## config.mk

```make
export PLATFORM = sky130hd
export DESIGN_NAME = hall_pulse_speed_meter_unit
export DESIGN_NICKNAME = d
export VERILOG_FILES = /design/src/sv/hpsm_pkg.sv /design/src/sv/hpsm_div.sv /design/src/sv/hpsm_ctrl.sv /design/src/sv/hpsm_dp.sv /design/src/sv/hall_pulse_speed_meter_unit.sv
export SDC_FILE = /design/constraint.sdc
export NUM_CORES = 2
export LEC_CHECK = 0
export ABC_AREA = 0
export BUFFER_PORTS_ARGS = -buffer_cell sky130_fd_sc_hd__buf_2
export CORE_MARGIN = 10
export CORE_UTILIZATION = 30
export DETAILED_ROUTE_END_ITERATION = 10
export PLACE_DENSITY = 0.5
export SYNTH_ARGS = -nofsm -noshare
export SYNTH_HDL_FRONTEND = slang
export SYNTH_SLANG_ARGS = --single-unit
```

## constraint.sdc

```tcl
create_clock -name clk -period 19.3 [get_ports clk]
set_input_delay 0.965 -clock clk [delete_from_list [all_inputs] [get_ports clk]]
set_output_delay 0.965 -clock clk [all_outputs]
set_load 0.02 [all_outputs]
```

## src/sv/hpsm_pkg.sv

```systemverilog
`timescale 1ns / 1ps
`default_nettype none

package hpsm_pkg;

  localparam int unsigned GAP_W     = 16;
  localparam int unsigned TIME_W    = 32;
  localparam int unsigned SEC_W     = 23;
  localparam int unsigned SPEED_W   = 24;
  localparam int unsigned ETA_W     = 32;
  localparam int unsigned CFG_IDX_W = 1;
  localparam int unsigned FRAC_W    = 8;

  localparam int unsigned RECIP_W   = 29;
  localparam int unsigned SEC_SHIFT = 38;
  localparam int unsigned PROD_W    = SEC_SHIFT + SEC_W;
  localparam int unsigned MULT_W    = GAP_W + SEC_W;

  localparam int unsigned DIVD_W    = MULT_W + FRAC_W;
  localparam int unsigned DIVS_W    = SEC_W;
  localparam int unsigned CNT_W     = 6;

  localparam logic [GAP_W-1:0]   GAP_RESET     = 16'd20;
  localparam logic [GAP_W-1:0]   STATION_RESET = 16'd200;
  localparam logic [SPEED_W-1:0] SPEED_MAX     = 24'd16776960;
  localparam logic [ETA_W-1:0]   ETA_MAX       = 32'hFFFF_FFFF;

  // Reciprocal of 1000 scaled by two to the 38th, rounded up.
  localparam logic [RECIP_W-1:0] SEC_RECIP = 29'd274877907;

  localparam logic [CNT_W-1:0] SPEED_STEPS = CNT_W'(GAP_W + FRAC_W);
  localparam logic [CNT_W-1:0] ETA_STEPS   = CNT_W'(DIVD_W);

  typedef enum logic [CFG_IDX_W-1:0] {
    REG_GAP     = 1'b0,
    REG_STATION = 1'b1
  } cfg_reg_t;

  typedef enum logic [1:0] {
    PH_WAIT_HIGH1 = 2'd0,
    PH_WAIT_LOW1  = 2'd1,
    PH_WAIT_HIGH2 = 2'd2,
    PH_WAIT_LOW2  = 2'd3
  } phase_t;

  typedef enum logic [2:0] {
    ST_IDLE,
    ST_EVAL,
    ST_SPEED,
    ST_MULT,
    ST_ETA_GO,
    ST_ETA,
    ST_DONE
  } state_t;

  typedef enum logic {
    DIV_SPEED,
    DIV_ETA
  } div_sel_t;

  typedef struct packed {
    logic     accept;
    logic     eval;
    logic     div_start;
    div_sel_t div_sel;
    logic     store_speed;
    logic     mult;
    logic     store_eta;
    logic     out_load;
  } cmd_t;

  typedef struct packed {
    logic div_needed;
    logic div_done;
    logic out_free;
  } status_t;

endpackage

`default_nettype wire

```

## src/sv/hpsm_div.sv

```systemverilog
`timescale 1ns / 1ps
`default_nettype none

module hpsm_div (
  input  wire logic                       clk,
  input  wire logic                       rst,
  input  wire logic                       start,
  input  wire logic [hpsm_pkg::DIVD_W-1:0] dividend,
  input  wire logic [hpsm_pkg::DIVS_W-1:0] divisor,
  input  wire logic [hpsm_pkg::CNT_W-1:0]  steps,
  output logic                            done,
  output logic [hpsm_pkg::DIVD_W-1:0]     quotient
);
  import hpsm_pkg::*;

  logic              busy;
  logic [CNT_W-1:0]  count;
  logic [DIVD_W-1:0] quo;
  logic [DIVS_W-1:0] rem;
  logic [DIVS_W-1:0] dsr;
  logic [DIVS_W:0]   rem_sh;
  logic              take;
  logic [DIVS_W:0]   rem_sub;
  logic [DIVS_W-1:0] rem_next;

  always_comb begin
    rem_sh   = {rem, quo[DIVD_W-1]};
    take     = rem_sh >= {1'b0, dsr};
    rem_sub  = rem_sh - {1'b0, dsr};
    rem_next = take ? rem_sub[DIVS_W-1:0] : rem_sh[DIVS_W-1:0];
  end

  always_ff @(posedge clk) begin
    if (rst) begin
      busy  <= 1'b0;
      done  <= 1'b0;
      count <= '0;
    end else begin
      done <= 1'b0;
      if (start) begin
        busy  <= 1'b1;
        count <= steps;
      end else if (busy) begin
        count <= count - CNT_W'(1);
        if (count == CNT_W'(1)) begin
          busy <= 1'b0;
          done <= 1'b1;
        end
      end
    end
  end

  always_ff @(posedge clk) begin
    if (start) begin
      quo <= dividend;
      rem <= '0;
      dsr <= divisor;
    end else if (busy) begin
      quo <= {quo[DIVD_W-2:0], take};
      rem <= rem_next;
    end
  end

  assign quotient = quo;

endmodule

`default_nettype wire

```

## src/sv/hpsm_ctrl.sv

```systemverilog
`timescale 1ns / 1ps
`default_nettype none

module hpsm_ctrl (
  input  wire logic              clk,
  input  wire logic              rst,
  input  wire logic              in_valid,
  output logic                   in_ready,
  input  wire hpsm_pkg::status_t status,
  output hpsm_pkg::cmd_t         cmd
);
  import hpsm_pkg::*;

  state_t state;
  state_t state_next;

  always_ff @(posedge clk) begin
    if (rst) begin
      state <= ST_IDLE;
    end else begin
      state <= state_next;
    end
  end

  always_comb begin
    cmd        = '0;
    in_ready   = 1'b0;
    state_next = state;
    unique case (state)
      ST_IDLE: begin
        in_ready = 1'b1;
        if (in_valid) begin
          cmd.accept = 1'b1;
          state_next = ST_EVAL;
        end
      end
      ST_EVAL: begin
        cmd.eval = 1'b1;
        if (status.div_needed) begin
          cmd.div_start = 1'b1;
          cmd.div_sel   = DIV_SPEED;
          state_next    = ST_SPEED;
        end else begin
          state_next = ST_DONE;
        end
      end
      ST_SPEED: begin
        if (status.div_done) begin
          cmd.store_speed = 1'b1;
          state_next      = ST_MULT;
        end
      end
      ST_MULT: begin
        cmd.mult   = 1'b1;
        state_next = ST_ETA_GO;
      end
      ST_ETA_GO: begin
        cmd.div_start = 1'b1;
        cmd.div_sel   = DIV_ETA;
        state_next    = ST_ETA;
      end
      ST_ETA: begin
        if (status.div_done) begin
          cmd.store_eta = 1'b1;
          state_next    = ST_DONE;
        end
      end
      ST_DONE: begin
        if (status.out_free) begin
          cmd.out_load = 1'b1;
          state_next   = ST_IDLE;
        end
      end
      default: begin
        state_next = ST_IDLE;
      end
    endcase
  end

endmodule

`default_nettype wire

```

## src/sv/hpsm_dp.sv

```systemverilog
`timescale 1ns / 1ps
`default_nettype none

module hpsm_dp (
  input  wire logic                          clk,
  input  wire logic                          rst,
  input  wire logic                          cfg_valid,
  input  wire logic [hpsm_pkg::CFG_IDX_W-1:0] cfg_index,
  input  wire logic [hpsm_pkg::GAP_W-1:0]     cfg_data,
  input  wire logic                          hall_level,
  input  wire logic [hpsm_pkg::TIME_W-1:0]    now_ms,
  input  wire hpsm_pkg::cmd_t                cmd,
  output hpsm_pkg::status_t                  status,
  input  wire logic                          out_ready,
  output logic                               out_valid,
  output logic                               speed_valid,
  output logic [hpsm_pkg::SPEED_W-1:0]       speed_q8,
  output logic [hpsm_pkg::ETA_W-1:0]         eta_q8,
  output logic                               zero_interval
);
  import hpsm_pkg::*;

  logic [GAP_W-1:0]   gap_size_cm;
  logic [GAP_W-1:0]   station_distance_cm;
  logic               level;
  logic [PROD_W-1:0]  sec_prod;
  logic [SEC_W-1:0]   secs;
  phase_t             phase;
  logic [SEC_W-1:0]   start_second;
  logic [SEC_W-1:0]   diff;
  logic [SEC_W-1:0]   interval;
  logic               complete;
  logic               iv_zero;
  logic               gap_zero;
  logic [MULT_W-1:0]  eta_prod;
  logic               res_valid;
  logic [SPEED_W-1:0] res_speed;
  logic [ETA_W-1:0]   res_eta;
  logic               res_zero;
  logic [DIVD_W-1:0]  div_dividend;
  logic [DIVS_W-1:0]  div_divisor;
  logic [CNT_W-1:0]   div_steps;
  logic               div_done;
  logic [DIVD_W-1:0]  div_q;

  always_ff @(posedge clk) begin
    if (rst) begin
      gap_size_cm         <= GAP_RESET;
      station_distance_cm <= STATION_RESET;
    end else if (cfg_valid) begin
      unique case (cfg_reg_t'(cfg_index))
        REG_GAP:     gap_size_cm         <= cfg_data;
        REG_STATION: station_distance_cm <= cfg_data;
        default:     gap_size_cm         <= gap_size_cm;
      endcase
    end
  end

  // Whole seconds come from a reciprocal multiply, exact for any 32-bit time.
  always_ff @(posedge clk) begin
    if (cmd.accept) begin
      level    <= hall_level;
      sec_prod <= PROD_W'(now_ms) * PROD_W'(SEC_RECIP);
    end
  end

  always_comb begin
    secs     = sec_prod[PROD_W-1:SEC_SHIFT];
    diff     = (secs >= start_second) ? (secs - start_second) : (start_second - secs);
    complete = (phase == PH_WAIT_LOW2) && !level;
    iv_zero  = (diff == '0);
    gap_zero = (gap_size_cm == '0);
  end

  always_ff @(posedge clk) begin
    if (rst) begin
      phase        <= PH_WAIT_HIGH1;
      start_second <= '0;
    end else if (cmd.eval) begin
      unique case (phase)
        PH_WAIT_HIGH1: if (level) phase <= PH_WAIT_LOW1;
        PH_WAIT_LOW1: begin
          if (!level) begin
            phase        <= PH_WAIT_HIGH2;
            start_second <= secs;
          end
        end
        PH_WAIT_HIGH2: if (level) phase <= PH_WAIT_LOW2;
        PH_WAIT_LOW2:  if (!level) phase <= PH_WAIT_HIGH1;
        default:       phase <= PH_WAIT_HIGH1;
      endcase
    end
  end

  always_ff @(posedge clk) begin
    if (cmd.eval) begin
      interval  <= diff;
      res_valid <= complete;
      res_zero  <= complete && iv_zero;
      res_speed <= (complete && iv_zero) ? SPEED_MAX : '0;
      res_eta   <= (complete && !iv_zero && gap_zero) ? ETA_MAX : '0;
    end
    if (cmd.store_speed) begin
      res_speed <= div_q[SPEED_W-1:0];
    end
    if (cmd.mult) begin
      eta_prod <= MULT_W'(station_distance_cm) * MULT_W'(interval);
    end
    if (cmd.store_eta) begin
      res_eta <= (div_q[DIVD_W-1:ETA_W] != '0) ? ETA_MAX : div_q[ETA_W-1:0];
    end
  end

  always_comb begin
    if (cmd.div_sel == DIV_SPEED) begin
      div_dividend = {gap_size_cm, {(DIVD_W-GAP_W){1'b0}}};
      div_divisor  = diff;
      div_steps    = SPEED_STEPS;
    end else begin
      div_dividend = {eta_prod, {FRAC_W{1'b0}}};
      div_divisor  = DIVS_W'(gap_size_cm);
      div_steps    = ETA_STEPS;
    end
  end

  hpsm_div u_div (
    .clk      (clk),
    .rst      (rst),
    .start    (cmd.div_start),
    .dividend (div_dividend),
    .divisor  (div_divisor),
    .steps    (div_steps),
    .done     (div_done),
    .quotient (div_q)
  );

  always_ff @(posedge clk) begin
    if (rst) begin
      out_valid <= 1'b0;
    end else if (cmd.out_load) begin
      out_valid <= 1'b1;
    end else if (out_ready) begin
      out_valid <= 1'b0;
    end
  end

  always_ff @(posedge clk) begin
    if (cmd.out_load) begin
      speed_valid   <= res_valid;
      speed_q8      <= res_speed;
      eta_q8        <= res_eta;
      zero_interval <= res_zero;
    end
  end

  always_comb begin
    status.div_needed = complete && !iv_zero && !gap_zero;
    status.div_done   = div_done;
    status.out_free   = !out_valid || out_ready;
  end

endmodule

`default_nettype wire

```

## src/sv/hall_pulse_speed_meter_unit.sv

```systemverilog
`timescale 1ns / 1ps
`default_nettype none

// Channel  Handshake                Word
// in       in_valid / in_ready      hall_level, now_ms
// out      out_valid / out_ready    speed_valid, speed_q8, eta_q8, zero_interval
// cfg      cfg_valid / cfg_ready    cfg_index, cfg_data
//
// A sample that completes no measurement skips the divider on its way to the next.
// A measurement with a nonzero interval and gap uses the one-bit-per-cycle shared divider:
// 24 steps for speed and 47 steps for the arrival estimate.
// Reset restores the register defaults and returns the tracker to waiting for a high sample.
// A result waits in the output register, so a stalled output holds off only the next result.

module hall_pulse_speed_meter_unit (
  input  wire logic                          clk,
  input  wire logic                          rst,
  input  wire logic                          in_valid,
  output logic                               in_ready,
  input  wire logic                          hall_level,
  input  wire logic [hpsm_pkg::TIME_W-1:0]    now_ms,
  output logic                               out_valid,
  input  wire logic                          out_ready,
  output logic                               speed_valid,
  output logic [hpsm_pkg::SPEED_W-1:0]       speed_q8,
  output logic [hpsm_pkg::ETA_W-1:0]         eta_q8,
  output logic                               zero_interval,
  input  wire logic                          cfg_valid,
  output logic                               cfg_ready,
  input  wire logic [hpsm_pkg::CFG_IDX_W-1:0] cfg_index,
  input  wire logic [hpsm_pkg::GAP_W-1:0]     cfg_data
);
  import hpsm_pkg::*;

  cmd_t    cmd;
  status_t status;

  assign cfg_ready = 1'b1;

  hpsm_ctrl u_ctrl (
    .clk      (clk),
    .rst      (rst),
    .in_valid (in_valid),
    .in_ready (in_ready),
    .status   (status),
    .cmd      (cmd)
  );

  hpsm_dp u_dp (
    .clk           (clk),
    .rst           (rst),
    .cfg_valid     (cfg_valid),
    .cfg_index     (cfg_index),
    .cfg_data      (cfg_data),
    .hall_level    (hall_level),
    .now_ms        (now_ms),
    .cmd           (cmd),
    .status        (status),
    .out_ready     (out_ready),
    .out_valid     (out_valid),
    .speed_valid   (speed_valid),
    .speed_q8      (speed_q8),
    .eta_q8        (eta_q8),
    .zero_interval (zero_interval)
  );

endmodule

`default_nettype wire

```

==> impl_metrics.py <==
metrics = {
    "run_status": {
        "status": "finished, final reports clean",
    },
    "timing": {
        "setup_violations": 0,
        "tightest_slew_ns": 1.22,
        "tns_ns": 0,
        "period_share": 0.401,
        "fmax_ghz": 0.129,
        "period_needed_ns": 7.74,
        "fin_skew_ns": 0.0309,
        "slew_headroom": 0.187,
        "hold_viol_final": 0,
        "rsz0062_at_grt": "false",
        "final_max_slew_viol_count": 0,
    },
    "flow_run": {
        "maxCapViolCount": 0,
    },
    "cells_and_area": {
        "drive_above_1_share": 0.0599,
        "finalNetCount": 5699,
        "final_common_cell": "inv_1",
        "final_cell_mix": "inv_1, fa_1, nand2_1, ha_1, edfxtp_1",
        "areaGrowthSynthToFinish_pct": 9.21,
    },
    "synthesis": {
        "ys_top_cells_by_area": "fa_1, edfxtp_1, ha_1, inv_1, nand2_1",
        "ys_ff_latch": 364,
        "synth_top_cell_area_share": 0.275,
        "synthSimpleGateAreaFrac": 0.119,
        "yosys-mux-area-fraction": 0.00353,
        "synth_largest_area_cell": "fa_1",
        "synth-adder-area-share": 0.441,
        "synth_cell_types": 76,
        "ys_warn_count": 0,
        "synth_edf_count": 272,
        "netlist_area_mm2": 0.0432,
        "ys_seq_area_frac": 0.232,
        "synth_top_family_by_area": "adder cells",
        "synthCells": 4447,
        "synth.net_count": 5668,
        "ys.flop_type": "edfxtp_1",
        "synth_compound_area_frac": 0.0865,
        "avgSynthCellArea_um2": 9.72,
        "synth-xor-area-share": 0.0182,
        "ys_async_sr_fraction": 0,
    },
    "setup_path": {
        "cp.arrival_ns": 8.05,
        "crit_family": "adder cells",
        "critPathMaxStageDelay_ns": 0.51,
        "critPathSlowestCell": "fa_1",
        "path_class": "in2reg",
        "cp_max_fo": 11,
        "cp.required_ns": 19.61,
        "crit_top_cell": "fa_1",
        "start_kind": "input port",
        "crit_path_end_kind": "flip-flop",
        "crit_buf_inv": 5,
    },
    "clocking": {
        "clock_latency_ns": 0.60,
        "root_buffer": "clkbuf_16",
        "path_clk_slew_ns": 0.07,
        "htreeDepth": 2,
        "cts_tree": "yes",
        "cts_made_buffers": 40,
        "clock-sinks": 364,
        "cts_buffer_depth": 3,
        "cts_resized": 0,
        "postCtsSetupBuffers": 0,
        "cts_hold_buf": 0,
    },
    "global_route": {
        "grt_start_max_net_pins": 64,
        "overflow": 0,
        "grt_usage": 0.145,
        "gr-usage-met1": 0.194,
        "use_met2": 0.245,
        "use_met3": 0.0242,
        "grt_pass1_wl_um": 182000,
        "grt.busiest_layer": "met2",
        "antenna_found_initial": 13,
        "grt_pass1_vias": 31800,
    },
    "floorplanning": {
        "die_w_um": 400,
        "die_area_mm2": 0.160,
        "coreArea_mm2": 0.143,
        "ios": 116,
        "die-height_um": 400,
        "start_util": 0.302,
        "rows": 139,
    },
    "place": {
        "numPortBuffers": 114,
        "place_congestion": 0.891,
        "dp.final_hpwl_um": 93200,
    },
    "min_path": {
        "hold_class": "reg2reg",
    },
    "route": {
        "drtIter0Drc": 1696,
        "vias": 30000,
        "drt-pass1-iter-count": 5,
        "ant_nets": 0,
        "wire_per_inst_um": 18.0,
        "drc_errors": 0,
        "vias_per_cell": 4.68,
        "drt-total-wl_um": 116000,
    },
}
[synthesized netlist by cell type, types with 5 or more instances]
cell       count
o21a_1        20
and3_1        19
a21oi_1      170
nand4_1       27
inv_1        968
o31ai_1        7
o21bai_1      15
o2111ai_1     21
mux2i_1       13
nand2_1      583
a211oi_1      20
ha_1         573
buf_4          5
xnor2_1       54
fa_1         593
nor3b_1       10
clkbuf_1     135
nor3_2        23
nand3_1       42
o211ai_1      50
or2_2          8
and2_1       159
xor2_1        36
nand2b_1      17
or3_1         10
a31oi_1       19
o311ai_0       6
nor2b_1       15
a21o_1        54
nor3_1        32
o21ai_1       10
o21ai_0      149
dfxtp_1       92
a211o_1        8
nor2_1        98
nand3b_1       7
edfxtp_1     272
buf_2         18
nor4_1        16
[per-stage QoR]
| step | hold WS [ns] | area, um^2 | util | setup WS (ns) | instances |
|---|---|---|---|---|---|
| 2_1_floorplan | 0.400 | 43200 | - | 12.17 | 4447 |
| 4_1_cts | 0.419 | 47200 | 0.329 | 11.46 | 6413 |
| 5_1_grt | 0.428 | 47200 | 0.329 | 10.94 | 6413 |
| 3_5_place_dp | 0.405 | 45800 | 0.320 | 10.85 | 6339 |
| 6_report | 0.417 | 47200 | 0.329 | 11.56 | 6416 |
| 3_3_place_gp | 0.403 | 45800 | 0.320 | 10.94 | 6339 |
[per-layer routing]
layer / vias up / part of all wire
met4: 12 / 0.018
met3: 139 / 0.050
met2: 580 / 0.47
met5: - / 0.00054
li1: 14300 / -
met1: 15000 / 0.46
[cells by family (layout without fill, tap and decap cells)]
| group | count (synthesis) | after routing |
|---|---|---|
| AND/OR/NAND/NOR | 1084 | 1084 |
| other | 1 | 4 |
| XOR/XNOR | 90 | 90 |
| multiplexers | 15 | 15 |
| adder cells (fa/ha/maj) | 1166 | 1166 |
| flip-flops | 364 | 364 |
| buffers and inverters | 1133 | 1196 |
| AO/OA/AOI/OAI | 594 | 594 |
[area by class of cell]
type	instances	area, um^2
antenna	3	7.51
clock buffer	48	1050
clock inverter	26	334
fill	14900	96100
inverter	971	3640
multi-input combinational	2950	28900
sequential	364	10000
tap	1903	2380
timing repair buffer	151	848
[state kept, by name, indices dropped and copies added, names as in the netlist, 24 cells and up]
name,cells
u_dp.u_div.quotient,47
u_dp.eta_prod,39
u_dp.eta_q8,32
u_dp.res_eta,32
u_dp.res_speed,24
u_dp.speed_q8,24
[worst paths after layout]
path / start / endpoint / slack [ns] / cells after the start
setup / recovery: now_ms[9] / u_dp.sec_prod[55] / 11.56 / 25
setup reg to reg: u_dp.station_distance_cm[12] / u_dp.eta_prod[38] / 11.74 / 23
hold reg to reg: u_dp.res_eta[0] / u_dp.eta_q8[0] / 0.42 / 0
hold / removal: u_dp.res_eta[0] / u_dp.eta_q8[0] / 0.42 / 0
Power is left out: the tool's default activity adds up to more than one toggle a clock period on the data nets, which glitch-free logic cannot reach.
